<file path="src/rtl/core/rmbp_pkg.sv">
// Shared types and constants for the RESP multibulk request parser.
`timescale 1ns / 1ps

package rmbp_pkg;

  // Characters of the request grammar.
  localparam logic [7:0] CH_STAR   = 8'h2A;
  localparam logic [7:0] CH_DOLLAR = 8'h24;
  localparam logic [7:0] CH_CR     = 8'h0D;
  localparam logic [7:0] CH_LF     = 8'h0A;
  localparam logic [7:0] CH_ZERO   = 8'h30;
  localparam logic [7:0] CH_NINE   = 8'h39;

  // Decimal values at or above this bound are an overflow.
  localparam logic [63:0] NUM_CEIL = 64'd100000000;

  // Reset value of the length limit register.
  localparam logic [31:0] LIMIT_RESET_FULL = 32'd99999999;

  // Parse phase.
  typedef enum logic [3:0] {
    PH_ARR_LEAD = 4'd0,
    PH_ARR_NUM  = 4'd1,
    PH_ARR_LF   = 4'd2,
    PH_STR_LEAD = 4'd3,
    PH_STR_NUM  = 4'd4,
    PH_STR_LF   = 4'd5,
    PH_PAYLOAD  = 4'd6,
    PH_TAIL_CR  = 4'd7,
    PH_TAIL_LF  = 4'd8,
    PH_ERROR    = 4'd9
  } phase_t;

  // Event produced for each input word.
  typedef enum logic [2:0] {
    EV_NONE    = 3'd0,
    EV_COUNT   = 3'd1,
    EV_LENGTH  = 3'd2,
    EV_BYTE    = 3'd3,
    EV_STRING  = 3'd4,
    EV_MESSAGE = 3'd5,
    EV_ERROR   = 3'd6
  } event_t;

  // Small flags that travel with each result.
  typedef struct packed {
    event_t event_res;
    logic   last_payload;
  } res_flags_t;

endpackage

</file>
<file path="src/rtl/core/rmbp_digit.sv">
// Decimal accumulator step: folds one digit into the running number with overflow detection.
`timescale 1ns / 1ps

module rmbp_digit import rmbp_pkg::*; #(
  parameter int NUMBER_WIDTH = 27
) (
  input  logic [NUMBER_WIDTH-1:0] accum,
  input  logic                    over,
  input  logic [3:0]              digit,
  output logic [NUMBER_WIDTH-1:0] accum_next,
  output logic                    over_next
);

  localparam int VW = NUMBER_WIDTH + 4;

  logic [VW-1:0] ext;
  logic [VW-1:0] prod;
  logic [63:0]   prod_wide;
  logic          too_big;

  // accum * 10 + digit, built from two shifts.
  assign ext       = {4'b0, accum};
  assign prod      = (ext << 3) + (ext << 1) + VW'(digit);
  assign prod_wide = {{(64 - VW){1'b0}}, prod};
  assign too_big   = (prod_wide >= NUM_CEIL) || (prod[VW-1:NUMBER_WIDTH] != 4'b0);

  // Once overflowed, the accumulator holds its value.
  always_comb begin
    accum_next = accum;
    over_next  = over;
    if (!over) begin
      if (too_big) begin
        over_next = 1'b1;
      end else begin
        accum_next = prod[NUMBER_WIDTH-1:0];
      end
    end
  end

endmodule

</file>
<file path="src/rtl/core/rmbp_core.sv">
// Parse state registers and the per-word phase update with event generation.
`timescale 1ns / 1ps

module rmbp_core import rmbp_pkg::*; #(
  parameter int NUMBER_WIDTH = 27
) (
  input  logic                    clk,
  input  logic                    rst,
  input  logic                    step,
  input  logic [7:0]              data_byte,
  input  logic [NUMBER_WIDTH-1:0] length_limit,
  output res_flags_t              res_flags,
  output logic [NUMBER_WIDTH-1:0] res_number,
  output logic [7:0]              res_payload,
  output logic [NUMBER_WIDTH-1:0] res_index
);

  phase_t                  phase, phase_next;
  logic [NUMBER_WIDTH-1:0] number_accum, number_accum_next;
  logic                    number_over, number_over_next;
  logic [NUMBER_WIDTH-1:0] element_total, element_total_next;
  logic [NUMBER_WIDTH-1:0] element_index, element_index_next;
  logic [NUMBER_WIDTH-1:0] payload_left, payload_left_next;

  logic [NUMBER_WIDTH-1:0] dig_accum;
  logic                    dig_over;
  logic                    is_digit;
  logic                    number_ok;
  logic                    last_string;
  logic [NUMBER_WIDTH:0]   index_inc;
  logic                    bad;
  event_t                  ev;
  logic [NUMBER_WIDTH-1:0] num;
  logic [7:0]              pay;
  logic                    last;

  // Decimal digit folding.
  rmbp_digit #(.NUMBER_WIDTH(NUMBER_WIDTH)) u_digit (
    .accum      (number_accum),
    .over       (number_over),
    .digit      (data_byte[3:0]),
    .accum_next (dig_accum),
    .over_next  (dig_over)
  );

  assign is_digit    = (data_byte >= CH_ZERO) && (data_byte <= CH_NINE);
  assign number_ok   = !number_over && (number_accum <= length_limit);
  assign index_inc   = {1'b0, element_index} + {{NUMBER_WIDTH{1'b0}}, 1'b1};
  assign last_string = index_inc >= {1'b0, element_total};

  // Phase update and event selection for one word.
  always_comb begin
    phase_next         = phase;
    number_accum_next  = number_accum;
    number_over_next   = number_over;
    element_total_next = element_total;
    element_index_next = element_index;
    payload_left_next  = payload_left;
    bad  = 1'b0;
    ev   = EV_NONE;
    num  = '0;
    pay  = 8'h00;
    last = 1'b0;
    unique case (phase)
      PH_ARR_LEAD: begin
        element_index_next = '0;
        if (data_byte == CH_STAR) begin
          number_accum_next = '0;
          number_over_next  = 1'b0;
          phase_next        = PH_ARR_NUM;
        end else begin
          bad = 1'b1;
        end
      end
      PH_ARR_NUM, PH_STR_NUM: begin
        if (data_byte == CH_CR) begin
          phase_next = (phase == PH_ARR_NUM) ? PH_ARR_LF : PH_STR_LF;
        end else if (is_digit) begin
          number_accum_next = dig_accum;
          number_over_next  = dig_over;
        end else begin
          bad = 1'b1;
        end
      end
      PH_ARR_LF: begin
        if (data_byte != CH_LF || !number_ok) begin
          bad = 1'b1;
        end else begin
          element_total_next = number_accum;
          element_index_next = '0;
          if (number_accum == '0) begin
            ev         = EV_MESSAGE;
            phase_next = PH_ARR_LEAD;
          end else begin
            ev         = EV_COUNT;
            num        = number_accum;
            phase_next = PH_STR_LEAD;
          end
        end
      end
      PH_STR_LEAD: begin
        if (data_byte == CH_DOLLAR) begin
          number_accum_next = '0;
          number_over_next  = 1'b0;
          phase_next        = PH_STR_NUM;
        end else begin
          bad = 1'b1;
        end
      end
      PH_STR_LF: begin
        if (data_byte != CH_LF || !number_ok) begin
          bad = 1'b1;
        end else begin
          payload_left_next = number_accum;
          ev                = EV_LENGTH;
          num               = number_accum;
          phase_next        = (number_accum == '0) ? PH_TAIL_CR : PH_PAYLOAD;
        end
      end
      PH_PAYLOAD: begin
        ev   = EV_BYTE;
        pay  = data_byte;
        last = (payload_left <= NUMBER_WIDTH'(1));
        if (last) begin
          payload_left_next = '0;
          phase_next        = PH_TAIL_CR;
        end else begin
          payload_left_next = payload_left - NUMBER_WIDTH'(1);
        end
      end
      PH_TAIL_CR: begin
        if (data_byte == CH_CR) begin
          phase_next = PH_TAIL_LF;
        end else begin
          bad = 1'b1;
        end
      end
      PH_TAIL_LF: begin
        if (data_byte != CH_LF) begin
          bad = 1'b1;
        end else if (last_string) begin
          ev         = EV_MESSAGE;
          phase_next = PH_ARR_LEAD;
        end else begin
          ev                 = EV_STRING;
          element_index_next = index_inc[NUMBER_WIDTH-1:0];
          phase_next         = PH_STR_LEAD;
        end
      end
      default: begin
        bad = 1'b1;
      end
    endcase
    // Any violation parks the parser in the error phase.
    if (bad) begin
      phase_next = PH_ERROR;
      ev   = EV_ERROR;
      num  = '0;
      pay  = 8'h00;
      last = 1'b0;
    end
  end

  assign res_flags.event_res    = ev;
  assign res_flags.last_payload = last;
  assign res_number  = num;
  assign res_payload = pay;
  assign res_index   = element_index_next;

  // Parse state advances once per word taken from the input register.
  always_ff @(posedge clk) begin
    if (rst) begin
      phase         <= PH_ARR_LEAD;
      number_accum  <= '0;
      number_over   <= 1'b0;
      element_total <= '0;
      element_index <= '0;
      payload_left  <= '0;
    end else if (step) begin
      phase         <= phase_next;
      number_accum  <= number_accum_next;
      number_over   <= number_over_next;
      element_total <= element_total_next;
      element_index <= element_index_next;
      payload_left  <= payload_left_next;
    end
  end

endmodule

</file>
<file path="src/rtl/core/resp_multibulk_parser.sv">
// Top level of the RESP multibulk request parser: stream ports, input and result registers.
`timescale 1ns / 1ps

// The parser takes one request byte per word on the slave stream and returns exactly one
// event word per byte on the master stream, one byte per clock sustained while the output
// is not stalled. A byte passes an input register, the combinational phase update and a
// result register. Its event word is presented from the result register once the byte
// has stepped out of the input register, and is accepted when m_axis_tready is high. The
// event kind travels in m_axis_tuser and m_axis_tlast marks the final payload byte of a bulk
// string. After an error every byte yields an error event until reset. The user must write
// length_limit through cfg_we/cfg_wdata only while no byte is in flight; the block itself
// does not enforce it.
module resp_multibulk_parser import rmbp_pkg::*; #(
  parameter int NUMBER_WIDTH = 27
) (
  input  logic                    clk,
  input  logic                    rst,
  // Configuration: length_limit.
  input  logic                    cfg_we,
  input  logic [NUMBER_WIDTH-1:0] cfg_wdata,
  // Input stream.
  input  logic                    s_axis_tvalid,
  output logic                    s_axis_tready,
  input  logic [7:0]              s_axis_tdata,   // data_byte
  // Output stream.
  output logic                    m_axis_tvalid,
  input  logic                    m_axis_tready,
  // number_value, payload_byte, string_index, zero fill
  output logic [((2 * NUMBER_WIDTH + 8 + 7) / 8) * 8 - 1:0] m_axis_tdata,
  output logic [2:0]              m_axis_tuser,   // event_res
  output logic                    m_axis_tlast    // last_payload
);

  localparam int TDATA_BITS = 2 * NUMBER_WIDTH + 8;
  localparam int TDATA_W    = ((TDATA_BITS + 7) / 8) * 8;
  localparam logic [NUMBER_WIDTH-1:0] LIMIT_RESET = NUMBER_WIDTH'(LIMIT_RESET_FULL);

  logic [NUMBER_WIDTH-1:0] length_limit;
  logic                    in_valid;
  logic [7:0]              in_byte;
  logic                    out_valid;
  res_flags_t              out_flags;
  logic [NUMBER_WIDTH-1:0] out_number;
  logic [7:0]              out_payload;
  logic [NUMBER_WIDTH-1:0] out_index;
  logic                    out_free;
  logic                    step;
  res_flags_t              res_flags;
  logic [NUMBER_WIDTH-1:0] res_number;
  logic [7:0]              res_payload;
  logic [NUMBER_WIDTH-1:0] res_index;

  // Configuration register.
  always_ff @(posedge clk) begin
    if (rst) begin
      length_limit <= LIMIT_RESET;
    end else if (cfg_we) begin
      length_limit <= cfg_wdata;
    end
  end

  // A word moves into the result register whenever that register is free or being drained.
  assign out_free      = !out_valid || m_axis_tready;
  assign step          = in_valid && out_free;
  assign s_axis_tready = !in_valid || step;

  // Input register.
  always_ff @(posedge clk) begin
    if (rst) begin
      in_valid <= 1'b0;
    end else if (s_axis_tvalid && s_axis_tready) begin
      in_valid <= 1'b1;
    end else if (step) begin
      in_valid <= 1'b0;
    end
  end

  always_ff @(posedge clk) begin
    if (s_axis_tvalid && s_axis_tready) begin
      in_byte <= s_axis_tdata;
    end
  end

  // Phase update.
  rmbp_core #(.NUMBER_WIDTH(NUMBER_WIDTH)) u_core (
    .clk          (clk),
    .rst          (rst),
    .step         (step),
    .data_byte    (in_byte),
    .length_limit (length_limit),
    .res_flags    (res_flags),
    .res_number   (res_number),
    .res_payload  (res_payload),
    .res_index    (res_index)
  );

  // Result register.
  always_ff @(posedge clk) begin
    if (rst) begin
      out_valid <= 1'b0;
    end else if (step) begin
      out_valid <= 1'b1;
    end else if (m_axis_tready) begin
      out_valid <= 1'b0;
    end
  end

  always_ff @(posedge clk) begin
    if (step) begin
      out_flags   <= res_flags;
      out_number  <= res_number;
      out_payload <= res_payload;
      out_index   <= res_index;
    end
  end

  assign m_axis_tvalid = out_valid;
  assign m_axis_tdata  = TDATA_W'({out_index, out_payload, out_number});
  assign m_axis_tuser  = out_flags.event_res;
  assign m_axis_tlast  = out_flags.last_payload;

  // A held input word must stay put until it is stepped.
  a_in_hold: assert property (@(posedge clk) disable iff (rst)
    in_valid && !step |=> in_valid && $stable(in_byte))
    else $error("input word lost or changed while waiting");

  // With the result register empty the input side must never stall.
  a_no_bubble: assert property (@(posedge clk) disable iff (rst)
    !out_valid |-> s_axis_tready)
    else $error("input stalled while the result register was empty");

  // The last-byte mark only ever comes with a payload byte event.
  a_last_is_byte: assert property (@(posedge clk) disable iff (rst)
    out_valid && out_flags.last_payload |-> out_flags.event_res == EV_BYTE)
    else $error("last-byte mark on a non-payload event");

endmodule

</file>
<file path="config.mk">
export PLATFORM = sky130hd
export DESIGN_NAME = resp_multibulk_parser
export DESIGN_NICKNAME = d
export VERILOG_FILES = /design/src/rtl/core/rmbp_pkg.sv /design/src/rtl/core/rmbp_digit.sv /design/src/rtl/core/rmbp_core.sv /design/src/rtl/core/resp_multibulk_parser.sv
export SDC_FILE = /design/constraint.sdc
export NUM_CORES = 1
export LEC_CHECK = 0
export BUFFER_PORTS_ARGS = -buffer_cell sky130_fd_sc_hd__buf_2
export CAP_MARGIN = 20
export CORE_MARGIN = 2
export CORE_UTILIZATION = 45
export CTS_BUF_LIST = sky130_fd_sc_hd__clkbuf_4 sky130_fd_sc_hd__clkbuf_8 sky130_fd_sc_hd__clkbuf_16
export DETAILED_ROUTE_END_ITERATION = 12
export MAX_ROUTING_LAYER = met4
export PLACE_DENSITY = 0.65
export SLEW_MARGIN = 0
export SYNTH_ARGS = -nofsm -noshare
export SYNTH_HDL_FRONTEND = slang
export SYNTH_SLANG_ARGS = --single-unit
</file>
<file path="constraint.sdc">
create_clock -name clk -period 9.65 [get_ports clk]
set_input_delay 2.4125 -clock clk [delete_from_list [all_inputs] [get_ports clk]]
set_output_delay 2.4125 -clock clk [all_outputs]
set_load 0.03 [all_outputs]
</file>
# --- Yosys cells after proc, flatten, opt, wreduce, memory -nomap -nowiden ---
# Index checks and enable logic that the tools add are counted.
totals:
  elab_cells: 139
  reg_bits: 216
  in_bits: 40
classes:
  magnitude_cmp: 6
  n_eq_ne: 27
  mux: 57
  bitwise_logic: 2
  reduce_logical: 28
  add_sub_neg: 4
ops:
  columns: ["op", "count"]
  rows:
  - ["two-way mux 27 bit", 14]
  - ["case mux 27 bit (3 select lines)", 2]
  - ["case mux 27 bit (2 select lines)", 2]
  - ["two-way mux 4 bit", 9]
  - ["case mux 4 bit (8 select lines)", 1]
  - ["adder 30 x 28 -> 31 bit", 1]
  - ["adder 31 x 4 -> 31 bit", 1]
  - ["greater-or-equal comparator 31 x 27 -> 1 bit (second input constant)", 1]
  - ["adder 27 x 1 -> 28 bit (second input constant)", 1]
  - ["greater-or-equal comparator 28 x 27 -> 1 bit", 1]
  - ["less-or-equal comparator 27 x 1 -> 1 bit (second input constant)", 1]
  - ["less-or-equal comparator 27 bit", 1]
  - ["logical NOT 27 bit", 1]
  - ["subtractor 27 x 1 -> 27 bit (second input constant)", 1]
  - ["two-way mux 1 bit", 19]
  - ["equality test 4 x 3 -> 1 bit (second input constant)", 4]
  - ["equality test 8 x 6 -> 1 bit (second input constant)", 2]
  - ["inequality test 3 x 1 -> 1 bit (second input constant)", 5]
  - ["two-way mux 3 bit", 4]
  - ["case mux 3 bit (4 select lines)", 1]
  - ["AND reduction 10 bit", 1]
  - ["inequality test 3 x 2 -> 1 bit (second input constant)", 3]
  - ["nonzero test 9 bit", 1]
  - ["equality test 4 x 2 -> 1 bit (second input constant)", 2]
  - ["other kinds (23)", 45]

# --- Logic depth before layout (Yosys ltp) ---
depth:
  word_depth: 9
  ltp_mapped: 19
  ltp_nobuf: 16

# --- Hierarchy ---
# From an unflattened synthesis, not the netlist that was laid out.
unflattened:
  cells_unflattened: 1545
  hier_area_um2: 13777.0
by_module_without_submodules:
  columns: ["module", "cells_per_inst", "seq_area_each_um2", "area_per_inst_um2", "n_inst"]
  rows:
  - ["rmbp_core", 1105, 2262.2, 8159.1, 1]
  - ["resp_multibulk_parser", 176, 2802.7, 3343.2, 1]
  - ["rmbp_digit", 264, 0.0, 2274.7, 1]

# --- Worst setup path after synthesis ---
# No wires, ideal clock.
synth_path:
  path_type: "in2reg"
  from: "input port m_axis_tready"
  to: "register u_core.phase[0]"
  setup_slack_ns: 4.069
  arrival_ns: 5.463
  stages: 6
  path_cell_list: "nor2b_1 -> nand2b_1 -> inv_1 -> clkbuf_1 -> nand3_1 -> o221a_2"
synth_via:
  elab_chain_len: 3
synth_rtl:
  columns: ["element", "line_no", "source"]
  rows:
  - ["start: declaration", "resp_multibulk_parser.sv:27", "input logic m_axis_tready,"]
  - ["logical OR 1 bit", "resp_multibulk_parser.sv:63", "assign out_free = !out_valid || m_axis_tready;"]
  - ["logical AND 1 bit", "resp_multibulk_parser.sv:64", "assign step = in_valid && out_free;"]
  - ["net step", "resp_multibulk_parser.sv:47", "logic step;"]
  - ["AND reduction 10 bit (no line)", null, null]
  - ["end signal: assignment", "rmbp_core.sv:180", "phase <= phase_next;"]
  - ["end: declaration", "rmbp_core.sv:18", "phase_t phase, phase_next;"]
# The timed path passes the listed nets, and every way through them passes these cells.
# A chain may end at the register's enable or synchronous reset.

# --- Final worst setup path ---
layout_path:
  from: "register u_core.element_index[0]"
  to: "register u_core.element_index[2]"
layout_via:
  elab_chain_len: 5
layout_rtl:
  columns: ["element", "line_no", "source"]
  rows:
  - ["start: declaration", "rmbp_core.sv:22", "logic [NUMBER_WIDTH-1:0] element_index, element_index_next;"]
  - ["start signal: assignment", "rmbp_core.sv:184", "element_index <= element_index_next;"]
  - ["adder 27 x 1 -> 28 bit *", "rmbp_core.sv:48", "assign index_inc = {1'b0, element_index} + {{NUMBER_WIDTH{1'b0}}, 1'b1};"]
  - ["greater-or-equal comparator 28 x 27 -> 1 bit", "rmbp_core.sv:49", "assign last_string = index_inc >= {1'b0, element_total};"]
  - ["two-way mux 27 bit *", "rmbp_core.sv:141", "end else if (last_string) begin"]
  - ["two-way mux 27 bit *", "rmbp_core.sv:139", "if (data_byte != CH_LF) begin"]
  - ["case mux 27 bit (3 select lines) *", "rmbp_core.sv:64", "unique case (phase)"]
# Mark *: on every way between the ends. The rest lies on a longest branch, timed or not.

==> impl_metrics.json <==
{
  "status": "finished clean",
  "start_kind": "register",
  "worst_slack_ns": 4.21,
  "syn_inst": 1508,
  "pwr-share-comb_pct": 6.5,
  "netlist_top_cells_area": "dfxtp_1 (21%), edfxtp_1 (16%), ha_1 (10%)",
  "fin_setup_tns_ns": 0,
  "drt_pass1_iterations": 5,
  "internal-power_mw": 1.55,
  "irDropWorstVdd_uv": 99.6,
  "power_frac_clock_pct": 45.0,
  "first_global_vias": 10700,
  "synth_edf_count": 74,
  "pin_count": 110,
  "fin_hold_ws_ns": 0.470,
  "drive_gt1_share_pct": 13.7,
  "max_slew_margin_pct": 43.1,
  "async_reset_ff_share_pct": 0,
  "power_switching_uw": 466,
  "cts.clk_slew.worst_paths_ns": 0.06,
  "post_cts_buffers": 0,
  "post-place-ws_ns": 3.91,
  "p_leak_nw": 6.11,
  "avgSynthCellArea_um2": 8.97,
  "yosysTopAreaCell": "dfxtp_1",
  "fmax_mhz": 184,
  "post-route-period-util_pct": 56.4,
  "dr_total_vias": 11600,
  "vias_per_cell": 5.89,
  "critical_path_class": "reg -> reg",
  "setup_viol": 0,
  "wl_per_cell_um": 18.4,
  "swShare_pct": 23.2,
  "die_h_um": 177,
  "synth-main-ff-cell": "dfxtp_1",
  "hp-class": "reg -> reg",
  "dp_hpwl_um": 26000,
  "grt_pass1_wl_um": 57500,
  "worst-path-max-fanout": 28,
  "cts_tree": "built",
  "slew_violations": 0,
  "gp_congestion": 0.881,
  "first_iter_violations": 915,
  "finalNetCount": 1716,
  "worst_pin_slew_ns": 0.854,
  "hold_violations": 0,
  "globalRouteOverflowTotal": 0,
  "grt_max_degree": 66,
  "initial_utilization_pct": 45.7,
  "p_per_area_nw_per_um2": 133,
  "report.power.total_mw": 2.01,
  "synth_warnings": 0,
  "clock-sinks": 216,
  "final_util_pct": 50.9,
  "ys_ff_latch": 216,
  "end_kind": "register",
  "synth_cell_types": 87,
  "synth_top_area_share_pct": 21.0,
  "ctsResizeCount": 0,
  "drc": 0,
  "worst_ep_required_time_ns": 10.07,
  "wl_um": 36200,
  "rsz0062_at_grt": "no",
  "worst_clock_skew_ns": 0.0136,
  "worstSkewPairLatency_ns": 0.51,
  "synth_area_um2": 13500,
  "die_x_um": 177,
  "portBuffers": 107,
  "dieArea_um2": 31500,
  "cts_made_buffers": 23,
  "clockRootBuffer": "clkbuf_16",
  "seqPwrFrac_pct": 48.5,
  "rows": 63,
  "core_um2": 29600,
  "antenna_found_initial": 0,
  "htreeDepth": 1,
  "antenna_left": 0,
  "seq_area_frac_synth_pct": 37.4,
  "period_minus_slack_ns": 5.44,
  "grt_usage_pct": 23.4,
  "cts_buffer_depth": 3,
  "cap_viol_max_count": 0,
  "antenna_cells": 0,
  "holdBufCountCts": 0,
  "arrival_ns": 5.86,
  "area_growth_pct": 11.5
}
[sequential cells by signal, indices dropped and copies added (netlist names)]
name                  count
u_core.element_total     27
m_axis_tvalid             1
out_number               27
m_axis_tlast              1
u_core.phase              4
u_core.element_index     27
m_axis_tuser              3
out_payload               8
u_core.number_over        1
u_core.payload_left      27
u_core.number_accum      27
in_byte                   8
length_limit             27
out_index                27
in_valid                  1
[worst paths after layout]
kind	slack, ns	to	startpoint	depth (start not counted)
setup / recovery	4.21	u_core.element_index[2]	u_core.element_index[0]	17
hold / removal	0.47	u_core.payload_left[21]	u_core.payload_left[21]	2
setup reg to reg	4.21	u_core.element_index[2]	u_core.element_index[0]	17
hold reg to reg	0.47	u_core.payload_left[21]	u_core.payload_left[21]	2
[logic make-up (layout without fill, tap and decap cells)]
| logic type | count (synthesis) | count (layout) | share of synthesized area, % |
|---|---|---|---|
| compound gates | 419 | 419 | 22.3 |
| mux | 42 | 42 | 3.13 |
| simple gates | 487 | 487 | 17.7 |
| other cells | 1 | 2 | 0.0277 |
| fa+ha+maj | 112 | 112 | 10.5 |
| flops | 216 | 216 | 37.4 |
| buf+inv | 177 | 247 | 5.47 |
| xor+xnor | 54 | 54 | 3.50 |
[synthesized netlist by cell type (all sizes together) (4+ instances only)]
library cell	instances
a211o	6
a211oi	29
a21boi	7
a21o	28
a21oi	91
a22o	16
a22oi	8
a311oi	5
a31o	19
a31oi	21
a32o	25
and2	33
and3	18
and4	7
buf	29
clkbuf	64
dfxtp	142
edfxtp	74
ha	110
inv	84
mux2i	39
nand2	120
nand2b	18
nand3	39
nand4	17
nor2	131
nor2b	20
nor3	38
nor3b	4
nor4	17
o2111ai	6
o211ai	28
o21ai	54
o21bai	6
o22ai	19
o2bb2ai	8
o31ai	6
o32ai	7
or2	6
or3	10
xnor2	38
xor2	16
[layout by cell type, fill, tap and decap left out, drive strengths merged, types with 7 or more instances in the layout]
cell,instances
dfxtp,142
nor2,131
buf,123
nand2,120
ha,110
a21oi,91
inv,83
edfxtp,74
o21ai,54
nand3,39
mux2i,39
nor3,38
xnor2,38
clkbuf,37
and2,33
a211oi,29
a21o,28
o211ai,28
a32o,25
a31oi,21
nor2b,20
a31o,19
o22ai,19
and3,18
nand2b,18
nand4,17
nor4,17
a22o,16
xor2,16
or3,10
a22oi,8
o2bb2ai,8
and4,7
o32ai,7
a21boi,7
[worst max-delay path: stages, from the launching register on]
cell and delay, ns:
dfxtp_1 0.45, ha_1 0.37, and3_1 0.28, nand3_1 0.25, or3_1 0.47, nor2_1 0.22
nand2_1 0.10, xnor2_1 0.26, ha_1 0.31, a21o_1 0.16, a21oi_1 0.23, nor3b_1 0.32
o211ai_1 0.14, a211o_1 0.42, a21oi_4 0.59, buf_4 0.40, o21ai_0 0.13, a311oi_1 0.26
[through the flow]
stage | cells | cell area (um2)
2_1_floorplan | 1509 | 13500
3_3_place_gp | 1927 | 14300
3_5_place_dp | 1927 | 14300
4_1_cts | 1967 | 15100
5_1_grt | 1969 | 15100
6_report | 1969 | 15100
[power groups by stage]
stage	registers [mW]	logic, mW	clock network, mW
final	0.976	0.131	0.906
after global routing	0.978	0.143	0.957
after CTS	0.976	0.131	0.922
after detailed placement	0.996	0.130	0
after global placement	0.995	0.129	0
after floorplan	1.02	0.0693	0
[cell type report]
cell class	instances	area, um2
Clock inverter	3	26.3
Inverter	84	317
Clock buffer	37	771
Timing Repair Buffer	123	667
Fill cell	2813	14600
Tap cell	390	488
Sequential cell	216	5060
Multi-Input combinational cell	1116	7750
[routing by layer]
metal | global-route usage [%] | wire (um)
met5 | - | 0
met3 | 2.38 | 1980
met4 | 5.05 | 573
met1 | 31.0 | 16300
met2 | 38.6 | 17300
Power figures use the tool's default switching activity.
